$ cat config.mk
export PLATFORM = sky130hd
export DESIGN_NAME = stable_priority_queue
export DESIGN_NICKNAME = d
export VERILOG_FILES = /design/src/spq_pkg.sv /design/src/stable_priority_queue.sv /design/src/spq_ctrl.sv /design/src/spq_datapath.sv
export SDC_FILE = /design/constraint.sdc
export NUM_CORES = 2
export LEC_CHECK = 0
export ABC_AREA = 1
export ABC_CLOCK_PERIOD_IN_PS = 9000
export BUFFER_PORTS_ARGS = -buffer_cell sky130_fd_sc_hd__buf_2
export CAP_MARGIN = 20
export CELL_PAD_IN_SITES_DETAIL_PLACEMENT = 0
export CELL_PAD_IN_SITES_GLOBAL_PLACEMENT = 1
export CORE_MARGIN = 1
export CORE_UTILIZATION = 53
export DETAILED_ROUTE_END_ITERATION = 6
export GPL_TIMING_DRIVEN = 0
export HOLD_SLACK_MARGIN = 0.02
export PLACE_DENSITY = 0.95
export SLEW_MARGIN = 20
export SYNTH_ARGS = -nofsm -noshare
export SYNTH_HDL_FRONTEND = slang
export SYNTH_SLANG_ARGS = --single-unit
$ cat constraint.sdc
create_clock -name clk -period 9 [get_ports clk]
set_input_delay 2.25 -clock clk [delete_from_list [all_inputs] [get_ports clk]]
set_output_delay 2.25 -clock clk [all_outputs]
set_load 0.1 [all_outputs]
$ cat src/spq_pkg.sv
// Shared types and codes for the stable priority queue.
`timescale 1ns / 1ps

package spq_pkg;

    typedef enum logic {
        KIND_INSERT = 1'b0,
        KIND_REMOVE = 1'b1
    } kind_t;

    typedef enum logic [1:0] {
        RES_INSERTED = 2'd0,
        RES_REMOVED  = 2'd1,
        RES_EMPTY    = 2'd2,
        RES_FULL     = 2'd3
    } res_status_t;

    typedef struct packed {
        kind_t              kind;
        logic signed [31:0] item_value;
        logic signed [15:0] item_priority;
    } req_word_t;

    typedef struct packed {
        res_status_t        status;
        logic signed [31:0] out_value;
        logic signed [15:0] out_priority;
        logic [4:0]         occupancy;
    } rsp_word_t;

    typedef enum logic {
        CTRL_IDLE,
        CTRL_HOLD
    } ctrl_state_t;

    // Controller to datapath
    typedef struct packed {
        logic        op_en;
        res_status_t status;
    } dp_cmd_t;

    // Datapath to controller
    typedef struct packed {
        logic empty;
        logic full;
    } dp_stat_t;

endpackage

$ cat src/stable_priority_queue.sv
// Top level of the stable priority queue: controller, datapath and checks.
// Latency: a result word is offered the cycle after its request word is accepted.
// Throughput: one word per cycle while no result waits under rsp_stall; the parallel compare-and-shift
//   over all cells completes an insert or a remove by updating every cell together.
// Reset (rst_n low, asynchronous): the queue empties and no result is held;
//   cell contents are left as they are and are never read before being written.
`timescale 1ns / 1ps

module stable_priority_queue
    import spq_pkg::*;
#(
    parameter int QUEUE_DEPTH = 16
)
(
    input  logic      clk,
    input  logic      rst_n,
    input  logic      req_valid,
    output logic      req_stall,
    input  req_word_t req,
    output logic      rsp_valid,
    input  logic      rsp_stall,
    output rsp_word_t rsp
);

    localparam int CNT_W = $clog2(QUEUE_DEPTH + 1);

    dp_cmd_t          cmd;
    dp_stat_t         stat;
    logic [CNT_W-1:0] count;

    spq_ctrl u_ctrl (
        .clk       (clk),
        .rst_n     (rst_n),
        .req_valid (req_valid),
        .req_stall (req_stall),
        .req_kind  (req.kind),
        .rsp_valid (rsp_valid),
        .rsp_stall (rsp_stall),
        .stat      (stat),
        .cmd       (cmd)
    );

    spq_datapath #(
        .QUEUE_DEPTH (QUEUE_DEPTH)
    ) u_datapath (
        .clk           (clk),
        .rst_n         (rst_n),
        .cmd           (cmd),
        .item_value    (req.item_value),
        .item_priority (req.item_priority),
        .stat          (stat),
        .count         (count),
        .rsp           (rsp)
    );

    a_count_bound : assert property (@(posedge clk) disable iff (!rst_n)
        count <= CNT_W'(QUEUE_DEPTH))
        else $error("entry count above queue depth");

    a_remove_count : assert property (@(posedge clk) disable iff (!rst_n)
        cmd.op_en && cmd.status == RES_REMOVED |=> count == $past(count) - 1'b1)
        else $error("remove did not drop one entry");

    a_insert_count : assert property (@(posedge clk) disable iff (!rst_n)
        cmd.op_en && cmd.status == RES_INSERTED |=> count == $past(count) + 1'b1)
        else $error("insert did not add one entry");

    a_empty_word : assert property (@(posedge clk) disable iff (!rst_n)
        rsp_valid && rsp.status == RES_EMPTY |-> rsp.out_value == '0 &&
            rsp.out_priority == '0 && rsp.occupancy == '0)
        else $error("empty result carries data");

    a_stall_cause : assert property (@(posedge clk) disable iff (!rst_n)
        req_stall |-> rsp_valid && rsp_stall)
        else $error("input stalled without a waiting result");

endmodule

$ cat src/spq_ctrl.sv
// Handshake controller: accepts a word and holds its result until taken.
`timescale 1ns / 1ps

module spq_ctrl
    import spq_pkg::*;
(
    input  logic     clk,
    input  logic     rst_n,
    input  logic     req_valid,
    output logic     req_stall,
    input  kind_t    req_kind,
    output logic     rsp_valid,
    input  logic     rsp_stall,
    input  dp_stat_t stat,
    output dp_cmd_t  cmd
);

    ctrl_state_t state_reg;
    ctrl_state_t state_next;
    logic        accept;

    always_ff @(posedge clk or negedge rst_n)
    begin
        if (!rst_n)
        begin
            state_reg <= CTRL_IDLE;
        end
        else
        begin
            state_reg <= state_next;
        end
    end

    always_comb
    begin
        req_stall  = 1'b0;
        rsp_valid  = 1'b0;
        state_next = state_reg;
        case (state_reg)
            CTRL_IDLE:
            begin
                req_stall = 1'b0;
                rsp_valid = 1'b0;
            end
            CTRL_HOLD:
            begin
                // a waiting result blocks the input only while it is stalled
                req_stall = rsp_stall;
                rsp_valid = 1'b1;
                if (!rsp_stall)
                begin
                    state_next = CTRL_IDLE;
                end
            end
            default:
            begin
                state_next = CTRL_IDLE;
            end
        endcase

        accept = req_valid && !req_stall;
        if (accept)
        begin
            state_next = CTRL_HOLD;
        end

        cmd.op_en = accept;
        if (req_kind == KIND_INSERT)
        begin
            cmd.status = stat.full ? RES_FULL : RES_INSERTED;
        end
        else
        begin
            cmd.status = stat.empty ? RES_EMPTY : RES_REMOVED;
        end
    end

endmodule

$ cat src/spq_datapath.sv
// Sorted entry cells with parallel compare-and-shift, entry count and result register.
`timescale 1ns / 1ps

module spq_datapath
    import spq_pkg::*;
#(
    parameter int QUEUE_DEPTH = 16
)
(
    input  logic               clk,
    input  logic               rst_n,
    input  dp_cmd_t            cmd,
    input  logic signed [31:0] item_value,
    input  logic signed [15:0] item_priority,
    output dp_stat_t           stat,
    output logic [$clog2(QUEUE_DEPTH+1)-1:0] count,
    output rsp_word_t          rsp
);

    localparam int CNT_W = $clog2(QUEUE_DEPTH + 1);

    logic signed [31:0] value_reg [QUEUE_DEPTH];
    logic signed [15:0] prio_reg  [QUEUE_DEPTH];
    logic [CNT_W-1:0]   count_reg;
    logic [CNT_W-1:0]   count_next;
    rsp_word_t          rsp_reg;
    rsp_word_t          rsp_next;
    logic [QUEUE_DEPTH-1:0] ahead;

    assign stat.empty = (count_reg == '0);
    assign stat.full  = (count_reg == CNT_W'(QUEUE_DEPTH));
    assign count      = count_reg;
    assign rsp        = rsp_reg;

    // Cells that stay in front of a new entry: valid and priority at least as high
    always_comb
    begin
        for (int i = 0; i < QUEUE_DEPTH; i++)
        begin
            ahead[i] = (CNT_W'(i) < count_reg) && (prio_reg[i] >= item_priority);
        end
    end

    always_comb
    begin
        count_next = count_reg;
        if (cmd.status == RES_INSERTED)
        begin
            count_next = count_reg + 1'b1;
        end
        else if (cmd.status == RES_REMOVED)
        begin
            count_next = count_reg - 1'b1;
        end

        rsp_next.status       = cmd.status;
        rsp_next.out_value    = '0;
        rsp_next.out_priority = '0;
        rsp_next.occupancy    = 5'(count_next);
        if (cmd.status == RES_REMOVED)
        begin
            rsp_next.out_value    = value_reg[0];
            rsp_next.out_priority = prio_reg[0];
        end
    end

    always_ff @(posedge clk or negedge rst_n)
    begin
        if (!rst_n)
        begin
            count_reg <= '0;
        end
        else if (cmd.op_en)
        begin
            count_reg <= count_next;
        end
    end

    always_ff @(posedge clk)
    begin
        if (cmd.op_en)
        begin
            rsp_reg <= rsp_next;
        end
    end

    for (genvar g = 0; g < QUEUE_DEPTH; g++)
    begin : g_cell
        always_ff @(posedge clk)
        begin
            if (cmd.op_en && cmd.status == RES_INSERTED && !ahead[g])
            begin
                if (g == 0)
                begin
                    value_reg[g] <= item_value;
                    prio_reg[g]  <= item_priority;
                end
                else if (ahead[(g == 0) ? 0 : g - 1])
                begin
                    value_reg[g] <= item_value;
                    prio_reg[g]  <= item_priority;
                end
                else
                begin
                    // shift back one place behind the new entry
                    value_reg[g] <= value_reg[(g == 0) ? 0 : g - 1];
                    prio_reg[g]  <= prio_reg[(g == 0) ? 0 : g - 1];
                end
            end
            else if (cmd.op_en && cmd.status == RES_REMOVED && g < QUEUE_DEPTH - 1)
            begin
                // advance towards the head
                value_reg[g] <= value_reg[(g < QUEUE_DEPTH - 1) ? g + 1 : g];
                prio_reg[g]  <= prio_reg[(g < QUEUE_DEPTH - 1) ? g + 1 : g];
            end
        end
    end

endmodule

After elaboration in Yosys (flattened, before gate mapping)
Memories as Yosys holds them, arrays and structs flattened.
Index checks and enable logic that the tools add are counted.
- bits in registers: 61
- RAM bits: 768
- input bits: 53
- output and inout bits: 57
- logic and storage cells: 352
- memories kept: 2
- memory list (memory ; words ; width ; read ports ; clocked after memory_dff ; wr ports ; RTL line ; RTL):
    u_datapath.value_reg ; 16 ; 32 ; 16 ; 0 ; 16 ; spq_datapath.sv:22 ; logic signed [31:0] value_reg [QUEUE_DEPTH];
    u_datapath.prio_reg ; 16 ; 16 ; 16 ; 0 ; 16 ; spq_datapath.sv:23 ; logic signed [15:0] prio_reg [QUEUE_DEPTH];
- add/subtract/negate cells: 2
- order comparisons: 32
- eq/ne operators: 2
- multiplexer cells: 193
- bitwise gates (word level): 61
- reductions and logical operators: 54
- operator list (operator ; count):
    $mux W32 ; 30
    $mux W16 ; 30
    $ge A16 B16 Y1 ; 16
    $mux W1 ; 126
    $or A1 B1 Y1 ; 60
    $lt A4 B5 Y1 const A ; 8
    $logic_and A1 B1 Y1 ; 35
    $lt A3 B5 Y1 const A ; 4
    $logic_not A1 Y1 ; 17
    $lt A1 B5 Y1 const A ; 2
    $lt A2 B5 Y1 const A ; 2
    $mux W5 ; 2
    $mux W2 ; 3
    $add A5 B1 Y5 const B ; 1
    $eq A5 B5 Y1 const B ; 1
    $logic_not A5 Y1 ; 1
    $sub A5 B1 Y5 const B ; 1
    $pmux W1 S2 ; 2
    $eq A2 B1 Y1 const B ; 1
    $logic_not A2 Y1 ; 1
    $not A1 Y1 ; 1

Longest topological paths before layout
- word-level depth: 10
- depth in mapped cells: 18
- depth with buffers taken out: 16

Cells and area by module
A second synthesis with hierarchy kept.
- cells, all modules: 6824
- area total of the unflattened synthesis: 53501.3 um^2
- by module, submodules not included (module ; instances ; cells each ; area an instance (um^2) ; seq. area each (um^2)):
    spq_datapath ; 1 ; 6810 ; 53420.0 ; 24838.8
    spq_ctrl ; 1 ; 14 ; 81.3 ; 25.0

Worst setup path after synthesis
No wires, ideal clock.
- kind: input port to flip-flop
- start: input port rsp_stall
- end: memory u_datapath.prio_reg[5][0], in the netlist u_datapath.prio_reg[1][16] (enable)
- setup time: 0.520 ns
- arrival time: 7.469 ns
- data required time: 8.480 ns
- path slack: 1.011 ns
- cell stages on the path: 7
- path buffers: 0
- path through: nand2_1 inv_2 nor2_4 inv_2 nor2_8 inv_2 o21ai_0
- RTL lines (element ; RTL line ; RTL):
    start: declaration ; stable_priority_queue.sv:21 ; input logic rsp_stall,
    end: declaration ; spq_datapath.sv:23 ;

==> metrics.csv <==
stage;metric;value;unit
routing;via_count;42750;
final_layout;fillers;8128;
power;p_int;8681;µW
final_layout;stdcell_count;7196;
global_route;grt_max_degree;49;
die;row_count;111;
power;power_frac_seq;0.414;
synth;synth_flop_cell;edfxtp_1;
final_layout;nNetsFinal;6245;
sta;slew_viol_final;0;
global_route;grt_pass1_vias;39960;
outcome;outcome;completed;
placed_design;portBuffers;109;
placed_design;dp.cells;7027;
flow_run;cap_violations;0;
setup_path;crit_top_cell;nand2_1;
setup_path;cp_top_family;buffers and inverters;
setup_path;max_stage_delay;0.96;ns
sta;slew_headroom;0.2530;
worst_hold_path;hp-class;flop to flop;
power;p_leak;0.02350;µW
clock_tree;cts_resized;0;
clock_tree;cts_buffer_depth;3;
global_route;grt_first_pass_wirelength;241900;µm
routing;drt_iter0_markers;5835;
routing;routedWlPerCell;22.70;µm
final_layout;largest_register_ffs;512;
routing;antenna_left;0;
setup_path;critPathSlowestCell;clkinv_1;
die;dieWidth;306.1;µm
clock_tree;hold_buffers;0;
power;power_frac_clock;0.276;
global_route;antenna_found_initial;1;
die;start_util;0.5346;
synth;syn_nets;6026;
synth;ys.warnings.count;0;
setup_path;required;9.34;ns
global_route;grtUsageTotal;0.3463;
clock_tree;insertion_delay;0.68;ns
power;p_per_area;255.9;mW/mm²
sta;fin_hold_ws;0.5145;ns
synth;synth_cell_types;38;
final_layout;mostFrequentLayoutCells;2,017 x nand2_1, 877 x nand3_1, 823 x edfxtp_1, 622 x nand4_1, 307 x inv_1;
setup_path;arrival;6.67;ns
sta;finalCritPeriodShare;0.7036;
placed_design;routabilityCongestion;0.9596;
sta;fin_skew;0.03508;ns
synth;synth_edf_count;823;
power;power_switching;5267;µW
final_layout;layout-drive-gt1-share;0.09494;
synth;ys_seq_area_frac;0.5074;
clock_tree;cts_inserted_buffers;90;
synth;syn_inst;5714;
setup_path;crit_fanout;29;
routing;routed_wl;163300;µm
setup_path;cp-start-kind;input pin;
clock_tree;post_cts_buffers;0;
global_route;grt_overflow_total;0;
placed_design;hpwl;133100;µm
sta;fin_crit;6.332;ns
die;core-area;0.09166;mm²
synth;synthArstFlopShare;0.007238;
clock_tree;cts_max_level;3;
setup_path;crit_chain;buf_2 -> clkinv_1 -> ha_1 -> nand2_1 -> nor2_1 -> nand2_1 -> nor2_1 -> nand2_1 -> nand4_1 -> nand3_1 -> nand2_1 -> buf_4 -> buf_2 -> nand2_1 -> nand2_2 -> buf_12;
clock_tree;cts_sinks;829;
final_layout;area_growth_syn_to_layout;11.21;%
clock_tree;cts-root-buf;clkbuf_16;
clock_tree;cts_tree;yes;
synth;synth_seq_cells;829;
sta;tightest_slew;1.114;ns
power;p_comb_frac;0.310;
power;netSwitchingFraction;0.3776;
setup_path;critPathCaptureType;flop;
sta;setup_viol;0;
power;vdd_drop_max;0.1562;mV
synth;syn_avg_cell_area;8.576;µm²
sta;rsz0062_at_grt;no;
synth;syn-cell-area;0.04901;mm²
clock_tree;clk_pin_slew;0.06;ns
die;dieArea;0.09369;mm²
setup_path;crit_buf_inv;5;
sta;fmax;0.1579;GHz
die;die_h;306.1;µm
routing;drc_errors;0;
setup_path;critPathKind;input pin to flop;
routing;first_pass_iters;7;
sta;final-hold-violation-count;0;
die;ios;110;
final_layout;layout_commonest_cell;nand2_1;
routing;vias_per_cell;5.941;
path summary, 6_finish.rpt:
check	to	depth (start not counted)	from	slack [ns]
min in group asynchronous	u_datapath.count[3]	1	rst_n	1.41
max in group asynchronous	u_datapath.count[1]	1	rst_n	7.43
min	u_ctrl.state_reg	2	u_ctrl.state_reg	0.51
min reg2reg	u_ctrl.state_reg	2	u_ctrl.state_reg	0.51
max reg2reg	u_datapath.prio_reg[3][24]	14	u_datapath.count[1]	4.81
max	u_datapath.prio_reg[0][11]	16	req[11]	2.67
area by class of cell:
type | instances | area (µm²) | area share
inverter | 362 | 1359 | 0.02493
sequential | 829 | 24860 | 0.4562
multi-input combinational | 4117 | 20870 | 0.3829
clock buffer | 112 | 2377 | 0.04362
tap | 1186 | 1484 | 0.02723
timing repair buffer | 127 | 935.9 | 0.01717
buffer | 406 | 1976 | 0.03625
clock inverter | 51 | 621.8 | 0.01141
antenna | 6 | 15.01 | 0.0002755
routing by layer:
layer / GRT usage / vias to the layer above / wire length [µm]
li1: - / 20470 / -
met1: 0.4846 / 19680 / 65670
met2: 0.5341 / 2365 / 71450
met3: 0.08170 / 240 / 21730
met4: 0.1053 / 0 / 4490
met5: 0 / - / 0
cells in the mapped netlist (2+ instances only):
cell / number / area (µm²)
a21boi_0: 2 / 15.01
a21oi_1: 118 / 590.6
buf_1: 41 / 153.9
buf_2: 163 / 815.8
buf_4: 50 / 375.4
buf_6: 8 / 90.09
clkbuf_1: 144 / 540.5
clkinv_1: 3 / 11.26
dfrtp_1: 6 / 150.1
edfxtp_1: 823 / 24710
ha_1: 259 / 3241
inv_1: 308 / 1156
inv_2: 51 / 191.4
nand2_1: 2030 / 7620
nand2_2: 13 / 81.33
nand3_1: 877 / 4389
nand3_2: 4 / 40.04
nand3b_1: 2 / 15.01
nand4_1: 622 / 3891
nor2_1: 99 / 371.6
nor2_2: 3 / 18.77
nor3_1: 3 / 15.01
o21a_1: 2 / 15.01
o21ai_0: 61 / 305.3
o21ai_1: 2 / 10.01
o21bai_1: 5 / 37.54
o22ai_1: 2 / 12.51
xor2_1: 3 / 26.28
worst min-delay path: cells and delay by family (launching register included):
family / cells / cell delay (ns)
DFF: 1 / 0.33
and+or+nand+nor: 2 / 0.15
stage by stage:
stage | instance area, µm² | power (µW) | TNS (ns) | setup slack (ns) | util
finish | 54500 | 13950 | 0 | 2.668 | 0.5945
global route | 54480 | 14560 | 0 | 2.447 | 0.5944
CTS | 54480 | 13840 | 0 | 3.163 | 0.5943
detailed placement | 51480 | 10040 | 0 | 2.502 | 0.5616
global placement | 51040 | 9850 | -46.59 | -0.9756 | 0.5568
floorplan | 49010 | 8562 | 0 | 1.011 | -
cells by family (layout without fill, tap and decap cells):
family | Yosys count | after routing | synth area share
simple gates | 3660 | 3660 | 0.3373
flops | 829 | 829 | 0.5074
buf+inv | 768 | 1058 | 0.06804
fa+ha+maj | 259 | 259 | 0.06613
compound gates | 195 | 195 | 0.02060
xor+xnor | 3 | 3 | 0.0005363
other cells | 0 | 6 | 0
power by group through the flow:
stage / logic (µW) / registers, µW / clock network [µW]
6_report: 4320 / 5770 / 3860
4_1_cts: 4240 / 5740 / 3850
5_1_grt: 4730 / 5830 / 4000
2_1_floorplan: 2680 / 5880 / 0
3_3_place_gp: 4010 / 5840 / 0
3_5_place_dp: 4220 / 5820 / 0
Power figures use the tool's default switching activity.
